[src/hw/rtl/tplr_pkg.sv]
package tplr_pkg;

    // Coordinate and address widths
    localparam int COORD_W   = 10;
    localparam int ADDR_W    = 21;
    localparam int BYTE_SH   = 2;
    localparam int IDX_W     = ADDR_W - BYTE_SH;

    // Restoring divider: one quotient bit per cycle
    localparam int DIV_STEPS = COORD_W;
    localparam int CNT_W     = $clog2(DIV_STEPS);

    // Input command codes
    localparam logic CMD_LOAD = 1'b0;
    localparam logic CMD_STEP = 1'b1;

    typedef logic [COORD_W-1:0] t_coord;

    // Controller to datapath commands
    typedef struct packed {
        logic load;         // capture endpoints
        logic setup;        // arm a pass and clear the divider
        logic setup_pass2;  // pass selected by setup
        logic div_step;     // one divider iteration
        logic emit;         // output a pixel and advance the walk
    } t_cmd;

    // Datapath to controller status
    typedef struct packed {
        logic dx_nz;
        logic dy_nz;
        logic pass_end;
        logic pass2;
        logic out_full;
    } t_status;

endpackage

[src/hw/rtl/tplr_datapath.sv]
module tplr_datapath import tplr_pkg::*; #(
    parameter int SCREEN_WIDTH = 800
) (
    input  logic              i_clk,
    input  logic              i_rst_n,
    input  t_coord            i_start_x,
    input  t_coord            i_start_y,
    input  t_coord            i_end_x,
    input  t_coord            i_end_y,
    input  logic              i_stall,
    input  t_cmd              i_cmd,
    output t_status           o_status,
    output logic              o_valid,
    output t_coord            o_pixel_x,
    output t_coord            o_pixel_y,
    output logic [ADDR_W-1:0] o_pixel_address,
    output logic              o_last_pixel
);

    localparam int WW = $clog2(SCREEN_WIDTH + 1);

    // Endpoints
    t_coord r_sx, r_sy, r_ex, r_ey;
    // Walk state
    t_coord r_pos, r_oth, r_rem;
    logic   r_pass2, r_walk_dec, r_oth_neg;
    // Divider: r_dvd ends as the per-step quotient, r_drem as the per-step remainder
    t_coord r_dvs, r_dvd, r_drem;
    // Output word
    logic              r_out_valid;
    t_coord            r_px, r_py;
    logic [ADDR_W-1:0] r_addr;
    logic              r_last;

    t_coord dx_mag, dy_mag, walk_end, pos_next, inc, oth_next, rem_next;
    t_coord px, py;
    logic   pass_end, fits, carry;
    logic [COORD_W:0] drem_sh, drem_sub, acc;
    logic [COORD_W+WW-1:0] row_base;
    logic [IDX_W-1:0] pix_idx;

    // Span magnitudes of the stored line
    assign dx_mag = (r_ex >= r_sx) ? r_ex - r_sx : r_sx - r_ex;
    assign dy_mag = (r_ey >= r_sy) ? r_ey - r_sy : r_sy - r_ey;

    // Walked coordinate moves one toward its end
    assign walk_end = r_pass2 ? r_ey : r_ex;
    assign pos_next = r_walk_dec ? r_pos - 1'b1 : r_pos + 1'b1;
    assign pass_end = (pos_next == walk_end);

    // Divider iteration
    assign drem_sh  = {r_drem, r_dvd[COORD_W-1]};
    assign fits     = (drem_sh >= {1'b0, r_dvs});
    assign drem_sub = drem_sh - {1'b0, r_dvs};

    // Error-term accumulate for the other coordinate
    assign acc      = {1'b0, r_rem} + {1'b0, r_drem};
    assign carry    = (acc >= {1'b0, r_dvs});
    assign rem_next = carry ? COORD_W'(acc - {1'b0, r_dvs}) : acc[COORD_W-1:0];
    assign inc      = carry ? r_dvd + 1'b1 : r_dvd;
    assign oth_next = r_oth_neg ? r_oth - inc : r_oth + inc;

    // Current pixel and its frame buffer address
    assign px       = r_pass2 ? r_oth : r_pos;
    assign py       = r_pass2 ? r_pos : r_oth;
    assign row_base = py * WW'(SCREEN_WIDTH);
    assign pix_idx  = IDX_W'(row_base) + IDX_W'(px);

    // Capture endpoints
    always_ff @(posedge i_clk) begin
        if (i_cmd.load) begin
            r_sx <= i_start_x;
            r_sy <= i_start_y;
            r_ex <= i_end_x;
            r_ey <= i_end_y;
        end
    end

    // Arm a pass, run the divider, advance the walk
    always_ff @(posedge i_clk) begin
        if (i_cmd.setup) begin
            r_pass2 <= i_cmd.setup_pass2;
            r_rem   <= '0;
            r_drem  <= '0;
            if (i_cmd.setup_pass2) begin
                r_pos      <= r_sy;
                r_oth      <= r_sx;
                r_walk_dec <= (r_sy > r_ey);
                r_oth_neg  <= (r_ex < r_sx);
                r_dvs      <= dy_mag;
                r_dvd      <= dx_mag;
            end else begin
                r_pos      <= r_sx;
                r_oth      <= r_sy;
                r_walk_dec <= (r_sx > r_ex);
                r_oth_neg  <= (r_ey < r_sy);
                r_dvs      <= dx_mag;
                r_dvd      <= dy_mag;
            end
        end else if (i_cmd.div_step) begin
            r_drem <= fits ? drem_sub[COORD_W-1:0] : drem_sh[COORD_W-1:0];
            r_dvd  <= {r_dvd[COORD_W-2:0], fits};
        end else if (i_cmd.emit) begin
            r_pos <= pos_next;
            r_oth <= oth_next;
            r_rem <= rem_next;
        end
    end

    // Output word register
    always_ff @(posedge i_clk) begin
        if (!i_rst_n) begin
            r_out_valid <= 1'b0;
        end else if (i_cmd.emit) begin
            r_out_valid <= 1'b1;
        end else if (!i_stall) begin
            r_out_valid <= 1'b0;
        end
    end

    always_ff @(posedge i_clk) begin
        if (i_cmd.emit) begin
            r_px   <= px;
            r_py   <= py;
            r_addr <= {pix_idx, BYTE_SH'(0)};
            r_last <= pass_end && (r_pass2 || (r_sy == r_ey));
        end
    end

    assign o_status.dx_nz    = (r_sx != r_ex);
    assign o_status.dy_nz    = (r_sy != r_ey);
    assign o_status.pass_end = pass_end;
    assign o_status.pass2    = r_pass2;
    assign o_status.out_full = r_out_valid;

    assign o_valid         = r_out_valid;
    assign o_pixel_x       = r_px;
    assign o_pixel_y       = r_py;
    assign o_pixel_address = r_addr;
    assign o_last_pixel    = r_last;

endmodule

[src/hw/rtl/tplr_ctrl.sv]
module tplr_ctrl import tplr_pkg::*; (
    input  logic    i_clk,
    input  logic    i_rst_n,
    input  logic    i_valid,
    input  logic    i_command,
    input  logic    i_stall,
    input  t_status i_status,
    output logic    o_stall,
    output t_cmd    o_cmd
);

    typedef enum logic [3:0] {
        S_IDLE  = 4'b0001,
        S_SETUP = 4'b0010,
        S_DIV   = 4'b0100,
        S_WALK  = 4'b1000
    } t_state;

    t_state r_state, n_state;
    logic [CNT_W-1:0] r_cnt, n_cnt;
    logic accept;

    // Take words only when not arming a pass or running the divider, and the output slot can drain
    assign o_stall = !((r_state == S_IDLE) || (r_state == S_WALK))
                     || (i_status.out_full && i_stall);
    assign accept  = i_valid && !o_stall;

    // Next state and commands
    always_comb begin
        n_state = r_state;
        n_cnt   = r_cnt;
        o_cmd   = '0;
        case (r_state)
            S_IDLE: begin
                if (accept && (i_command == CMD_LOAD)) begin
                    o_cmd.load = 1'b1;
                    n_state    = S_SETUP;
                end
            end
            S_SETUP: begin
                n_cnt = '0;
                if (i_status.dx_nz) begin
                    o_cmd.setup = 1'b1;
                    n_state     = S_DIV;
                end else if (i_status.dy_nz) begin
                    o_cmd.setup       = 1'b1;
                    o_cmd.setup_pass2 = 1'b1;
                    n_state           = S_DIV;
                end else begin
                    n_state = S_IDLE;
                end
            end
            S_DIV: begin
                o_cmd.div_step = 1'b1;
                n_cnt          = r_cnt + 1'b1;
                if (r_cnt == CNT_W'(DIV_STEPS - 1)) begin
                    n_state = S_WALK;
                end
            end
            S_WALK: begin
                if (accept && (i_command == CMD_LOAD)) begin
                    o_cmd.load = 1'b1;
                    n_state    = S_SETUP;
                end else if (accept) begin
                    o_cmd.emit = 1'b1;
                    if (i_status.pass_end) begin
                        if (!i_status.pass2 && i_status.dy_nz) begin
                            o_cmd.setup       = 1'b1;
                            o_cmd.setup_pass2 = 1'b1;
                            n_cnt             = '0;
                            n_state           = S_DIV;
                        end else begin
                            n_state = S_IDLE;
                        end
                    end
                end
            end
            default: begin
                n_state = S_IDLE;
            end
        endcase
    end

    // Hold state and divider count
    always_ff @(posedge i_clk) begin
        if (!i_rst_n) begin
            r_state <= S_IDLE;
            r_cnt   <= '0;
        end else begin
            r_state <= n_state;
            r_cnt   <= n_cnt;
        end
    end

endmodule

[src/hw/rtl/two_pass_line_rasterizer_unit.sv]
// Two-pass line rasterizer. A load word (command 0) stores two endpoints; each
// step word (command 1) then returns one pixel with its x, y and byte address
// (y * SCREEN_WIDTH + x) * 4, wrapped to 21 bits, and last_pixel set on the
// final pixel. The first pass walks x from start toward end (end excluded),
// the second walks y the same way; a pass with zero span is skipped, and a
// step with no line loaded returns nothing. After a load the input stalls
// through the setup state and the run of the shared restoring divider (one
// quotient bit per cycle), which forms the per-step slope; a load whose two
// endpoints coincide stalls it in the setup state only. Then one step word
// is taken per cycle unless a held result blocks it, and its pixel appears
// in the next cycle. At the change from the first pass to the second the
// divider runs again, so the input stalls after the last pixel of the first
// pass while it runs. A result held by a stalled receiver occupies the single
// output register and blocks the next word.
module two_pass_line_rasterizer_unit import tplr_pkg::*; #(
    parameter int SCREEN_WIDTH = 800
) (
    input  logic              i_clk,
    input  logic              i_rst_n,
    input  logic              i_valid,
    output logic              o_stall,
    input  logic              i_command,
    input  t_coord            i_start_x,
    input  t_coord            i_start_y,
    input  t_coord            i_end_x,
    input  t_coord            i_end_y,
    output logic              o_valid,
    input  logic              i_stall,
    output t_coord            o_pixel_x,
    output t_coord            o_pixel_y,
    output logic [ADDR_W-1:0] o_pixel_address,
    output logic              o_last_pixel
);

    t_cmd    cmd;
    t_status status;

    // Sequence loads, divider runs and steps
    tplr_ctrl u_ctrl (
        .i_clk     (i_clk),
        .i_rst_n   (i_rst_n),
        .i_valid   (i_valid),
        .i_command (i_command),
        .i_stall   (i_stall),
        .i_status  (status),
        .o_stall   (o_stall),
        .o_cmd     (cmd)
    );

    // Endpoints, divider, walk and output word
    tplr_datapath #(
        .SCREEN_WIDTH (SCREEN_WIDTH)
    ) u_datapath (
        .i_clk           (i_clk),
        .i_rst_n         (i_rst_n),
        .i_start_x       (i_start_x),
        .i_start_y       (i_start_y),
        .i_end_x         (i_end_x),
        .i_end_y         (i_end_y),
        .i_stall         (i_stall),
        .i_cmd           (cmd),
        .o_status        (status),
        .o_valid         (o_valid),
        .o_pixel_x       (o_pixel_x),
        .o_pixel_y       (o_pixel_y),
        .o_pixel_address (o_pixel_address),
        .o_last_pixel    (o_last_pixel)
    );

endmodule

[config.mk]
export PLATFORM = sky130hd
export DESIGN_NAME = two_pass_line_rasterizer_unit
export DESIGN_NICKNAME = d
export VERILOG_FILES = /design/src/hw/rtl/tplr_pkg.sv /design/src/hw/rtl/tplr_datapath.sv /design/src/hw/rtl/tplr_ctrl.sv /design/src/hw/rtl/two_pass_line_rasterizer_unit.sv
export SDC_FILE = /design/constraint.sdc
export NUM_CORES = 1
export LEC_CHECK = 0
export BUFFER_PORTS_ARGS = -buffer_cell sky130_fd_sc_hd__buf_2
export CAP_MARGIN = 20
export CORE_MARGIN = 5
export CORE_UTILIZATION = 60
export DETAILED_ROUTE_END_ITERATION = 7
export HOLD_SLACK_MARGIN = 0.12
export PLACE_DENSITY = 0.91
export SLEW_MARGIN = 20
export SYNTH_ARGS = -nofsm -noshare
export SYNTH_HDL_FRONTEND = slang
export SYNTH_HIERARCHICAL = 1
export SYNTH_SLANG_ARGS = --single-unit
[constraint.sdc]
create_clock -name i_clk -period 8.5 [get_ports i_clk]
set_clock_uncertainty 0.05 [all_clocks]
set_input_delay 0.85 -clock i_clk [delete_from_list [all_inputs] [get_ports i_clk]]
set_output_delay 0.85 -clock i_clk [all_outputs]
set_load 0.02 [all_outputs]
# == After elaboration in Yosys (flattened, before gate mapping) ==
# Index checks and enable logic that the tools add are counted.
# op_classes
add_sub_neg,14
n_mul,1
div,0
n_lt_le_gt_ge,8
eq_ne,19
n_shift,0
n_mux,54
bitwise,2
reduce_logical,19
# ops
cell,count
10-bit 2-to-1 mux,22
10-bit subtractor,7
4-bit 2-to-1 mux,9
11-bit by 10-bit >= comparator with 1-bit output,2
10-bit by 1-bit adder with 10-bit output (second input constant),2
10-bit equality test,2
10-bit >= comparator,2
10-bit > comparator,2
10-bit less-than comparator,2
10-bit != test,2
19-bit by 10-bit adder with 19-bit output,1
4-bit case mux with 4 select lines,1
10-bit by 5-bit multiplier with 14-bit output (second input constant),1
1-bit 2-to-1 mux,12
4-bit case mux with 3 select lines,1
10-bit by 10-bit adder with 11-bit output,1
10-bit adder,1
2-bit 2-to-1 mux,5
2-bit by 1-bit != test with 1-bit output (second input constant),5
10-bit by 1-bit subtractor with 10-bit output (second input constant),1
3-bit 2-to-1 mux,3
4-bit equality test (second input constant),2
2-bit != test (second input constant),3
3-bit by 2-bit != test with 1-bit output (second input constant),2
15 further kinds,26
# word_totals
regBits,152
latch_bits,0
mem_bits_rw,0
romBits,0
in_bits,45
elab_cells,137
mem_count,0

# == Logic depth before layout (Yosys ltp) ==
# logic_depth
word_depth,12
mapped_depth,31

# == Cells and area by module ==
# Netlist, hierarchy kept.
# modules_own_cells
mod,n_inst,cells_each,area_each_um2
tplr_datapath,1,1146,11220.8
tplr_ctrl,1,71,583.1

# == Worst setup path after synthesis ==
# Ideal clock, no wire load.
# synth_timing
kind,register to register
startpoint,register u_datapath.r_drem[1]
endpoint,register u_datapath.r_oth[9] (data pin)
setup_ns,0.152
arrival_time_ns,5.785
setup_slack_ns,2.513
stages_incl_launch_ff,29
path_buffers,3
synth_period_minus_slack_ns,5.987
path_cell_list,dfxtp_1 > ha_1 > a21o_1 > a21oi_1 > o21bai_1 > a21oi_1 > o21bai_1 > a21oi_1 > xnor2_1 > ha_1 > a211oi_1 > and4_1 > o221ai_1 > o2bb2ai_1 > buf_2 > buf_1 > clkbuf_1 > xnor2_1 > ha_1 > a21oi_1 > ha_1 > a21oi_1 > nor2b_1 > o31ai_1 > a21oi_1 > a31oi_1 > xnor3_1 > a311o_1 > a31oi_1
# synth_between
elab_chain_cells,8
elab_cells_between_ends,9
classes_between,add/sub: 3; order compare: 1; mux: 5
# synth_lines
element,line,text
"start, declared",tplr_datapath.sv:28,"t_coord r_dvs, r_dvd, r_drem;"
"start signal, assigned",tplr_datapath.sv:101,r_drem <= fits ? drem_sub[COORD_W-1:0] : drem_sh[COORD_W-1:0];
10-bit by 10-bit adder with 11-bit output (*),tplr_datapath.sv:57,"assign acc = {1'b0, r_rem} + {1'b0, r_drem};"
11-bit by 10-bit >= comparator with 1-bit output (*),tplr_datapath.sv:58,"assign carry = (acc >= {1'b0, r_dvs});"
10-bit 2-to-1 mux (*),tplr_datapath.sv:60,assign inc = carry ? r_dvd + 1'b1 : r_dvd;
10-bit adder / 10-bit subtractor (equally long branches),tplr_datapath.sv:61,assign oth_next = r_oth_neg ? r_oth - inc : r_oth + inc;
10-bit 2-to-1 mux (*),tplr_datapath.sv:61,
10-bit 2-to-1 mux (*),tplr_datapath.sv:103,end else if (i_cmd.emit) begin
10-bit 2-to-1 mux (*),tplr_datapath.sv:100,end else if (i_cmd.div_step) begin
10-bit 2-to-1 mux (*),tplr_datapath.sv:81,if (i_cmd.setup) begin
"end signal, assigned",tplr_datapath.sv:87,r_oth <= r_sx;
"end signal, assigned",tplr_datapath.sv:94,r_oth <= r_sy;
"end signal, assigned",tplr_datapath.sv:105,r_oth <= oth_next;
"end, declared",tplr_datapath.sv:25,"t_coord r_pos, r_oth, r_rem;"
# Every way passes the cells marked *; elsewhere a longest branch is shown, timed or not. The select of a mux whose other input is x is not followed.
# A chain may end at the register's enable or synchronous reset.

# == Worst setup path after layout ==
# Same ends and word-level chain as after synthesis.

==> qor.csv <==
metric,value,unit
synthArstFlopShare,0,%
cts_buffer_depth,2,
synthTopCellsByArea,"edfxtp_1 (30%), ha_1 (14%), dfxtp_1 (4.9%), xnor2_1 (4.9%), mux2i_1 (4.7%)",
fp.dieW,150.3,um
r2r_setup_slack,1.79,ns
power_frac_seq,30.1,%
crit_arrival,6.95,ns
wirelength,27440,um
vias,9350,
cpMostUsedCell,a21oi_1,
final_cell_mix,"ha_1 (128), inv_1 (124), edfxtp_1 (118)",
synth_top_area_cell,edfxtp_1,
grt_start_max_net_pins,52,
vias_per_cell,6.017,
synth_fa_ha_area_share,16.11,%
critPathKind,register to register,
synth_simple_gate_area_share,12.33,%
outcome,"finished, final reports clean",
synth_compound_area_share,15.56,%
grt_pass1_wl,44020,um
tns,0,ns
numPortBuffers,86,
syn_area,11800,um2
stdcell_area,12930,um2
power_density,250.4,nW/um2
power.switching,1.285,mW
cts-root-buf,clkbuf_16,
rr_worst_depth,26,
crit_slowest_cell,dfxtp_1,
ys_ff_latch,147,
clk_pin_slew_worst_paths,0.07,ns
nets,1464,
ctsHoldBuffers,0,
avgSynthCellArea,9.699,um2
n_antenna_cell,0,
power.total,3.239,mW
cp_data_required_time,8.74,ns
detail-route-antenna-nets,0,
worstSetupStartpointType,register,
worstReg2RegStart,u_datapath/r_drem[1]$_SDFFE_PP0P_,
initial_core_util,60.85,%
synth_top_family_by_area,adder cells,
wl_per_cell,17.66,um
yosys_warnings,6,
crit_path_end_kind,register,
final_common_cell,ha_1,
maxSlewViolCount,0,
final-seq-area,4124,um2
cts_htree_levels,4,
grt_setup_unrepaired,no,
crit_path_max_fanout,16,
place_congestion,0.9389,
drive_above_1_share,13.42,%
min_delay_path_depth,2,
ctsResizeCount,0,
grtUsageTotal,24.55,%
hold_end,u_datapath/r_rem[5]$_SDFFE_PP0P_,
die_y,150.3,um
leakage,5.507,nW
hold_viol,0,
grt_pass1_vias,9077,
place_area,12360,um2
die_area,22580,um2
synth_seq_area_share,34.94,%
area_growth,9.582,%
fmax,148.9,MHz
worstHoldPathType,register to register,
pin_count,89,
hold_slack,0.4593,ns
worst_pin_slew,1.017,ns
synth-xor-area-share,7.727,%
period_share,79.00,%
drtIter0Drc,824,
internal-power,1.954,mW
syn_inst,1217,
p_comb_share,47.0,%
maxSlewHeadroom,31.97,%
critPathMaxStageDelay,0.43,ns
dp_hpwl,20610,um
core_area,19400,um2
final.min_clock_period,6.715,ns
synth_top_area_share,30.02,%
sw_frac_of_total,39.68,%
drc,0,
multi_input_area,6950,um2
synth_ff_type,edfxtp_1,
synth.area.mux_share,6.943,%
rr_endpoint,u_datapath/r_oth[9]$_DFFE_PP_,
p_clk_share,22.9,%
nFillCells,1485,
dr.pass1.iters,6,
worstHoldStart,u_datapath/r_rem[5]$_SDFFE_PP0P_,
peakVddDrop,162.0,uV
synth-edff-count,118,
ys_types,80,
insertion_delay,0.43,ns
clock_sinks,147,
post-cts-setup-buffer-count,0,
grt_antenna_before_repair,0,
overflow,0,
cts_buffers,17,
fp-row-count,51,
setup_viol,0,
timing.max_cap.violations,0,
cts_tree,yes,
## cell type report
class                      instances  share of cell area (%)
multi-input combinational        892                   53.73
inverter                         124                   3.598
clock inverter                    14                   1.112
sequential                       147                   31.88
timing repair buffer              94                   3.792
tap                              265                   2.563
clock buffer                      18                   3.318
## kinds of logic (layout without fill, tap and decap cells)
logic type,after synthesis,in the layout
other cells,1,2
fa+ha+maj,143,143
compound gates,278,278
mux,79,79
simple gates,289,289
xor+xnor,101,101
buf+inv,179,250
flops,147,147
## power by group through the flow
stage	registers (mW)	clock network, mW	logic, mW
after floorplan	0.954	0	1.19
after detailed placement	0.988	0	1.47
after CTS	0.973	0.751	1.50
after global placement	0.983	0	1.42
after global routing	0.986	0.783	1.68
final	0.976	0.741	1.52
## worst max-delay path: cells and delay by family, from the launching register on
family                   cells  cell delay [ns]
multiplexers                 1             0.30
buffers and inverters        1             0.32
XOR/XNOR                     2             0.59
adder cells (fa/ha/maj)      3             0.83
AND/OR/NAND/NOR              4             0.91
AO/OA/AOI/OAI               15             3.12
flip-flops                   1             0.43
## metrics by stage
stage	utilization, %	setup slack (ns)	cells
after floorplan	-	2.513	1218
after global placement	63.73	2.139	1522
after detailed placement	63.73	1.948	1522
after CTS	66.68	1.894	1554
after global routing	66.68	1.332	1554
final	66.68	1.785	1554
## registers in the layout, indices dropped and copies added, names as in the netlist, 4 cells and up
register	flops
u_datapath/r_ey	10
u_datapath/o_pixel_x	10
u_datapath/r_drem	10
u_ctrl/r_state	4
u_datapath/r_sx	10
u_datapath/r_dvs	10
u_datapath/r_rem	10
u_datapath/o_pixel_address	14
u_ctrl/r_cnt	4
u_datapath/r_sy	10
u_datapath/r_ex	10
u_datapath/r_pos	10
u_datapath/r_oth	10
u_datapath/o_pixel_y	10
u_datapath/r_dvd	10
## Yosys cell counts, types with 9 or more instances
cell type  number
nand2_1        70
mux2i_1        56
a211oi_1       22
nor2_1         78
a31oi_1         9
a21oi_1        82
clkbuf_1       27
ha_1          128
nand4_1        10
nand3_1        22
edfxtp_1      118
nor3_1         18
or3_1          10
mux2_2         23
and3_1         11
o21bai_1       13
xor2_1         33
nand2b_1       15
nor2b_1        19
inv_1         124
xnor2_1        66
o21ai_0        62
dfxtp_1        29
a21o_1         18
fa_1           15
buf_4          12
## routing by layer
metal	wire (um)	GRT usage (%)	share of wire, %
met2	13160	41.87	48
met1	11310	31.10	41
met5	0	0	0
met3	2237	5.328	8.2
met4	731	7.960	2.7
## how the worst max path moves through the flow
stage	start	endpoint	cells after the start
after floorplan	u_datapath/r_drem[1]$_SDFFE_PP0P_	u_datapath/r_oth[9]$_DFFE_PP_	28
after global placement	u_datapath/r_drem[1]$_SDFFE_PP0P_	u_datapath/r_oth[9]$_DFFE_PP_	26
after detailed placement	u_datapath/r_drem[1]$_SDFFE_PP0P_	u_datapath/r_oth[9]$_DFFE_PP_	26
after CTS	u_datapath/r_drem[1]$_SDFFE_PP0P_	u_datapath/r_oth[9]$_DFFE_PP_	26
after global routing	u_datapath/r_drem[1]$_SDFFE_PP0P_	u_datapath/r_oth[9]$_DFFE_PP_	26
final	u_datapath/r_drem[1]$_SDFFE_PP0P_	u_datapath/r_oth[9]$_DFFE_PP_	26
Note: power is estimated with default switching activity, not from simulation.
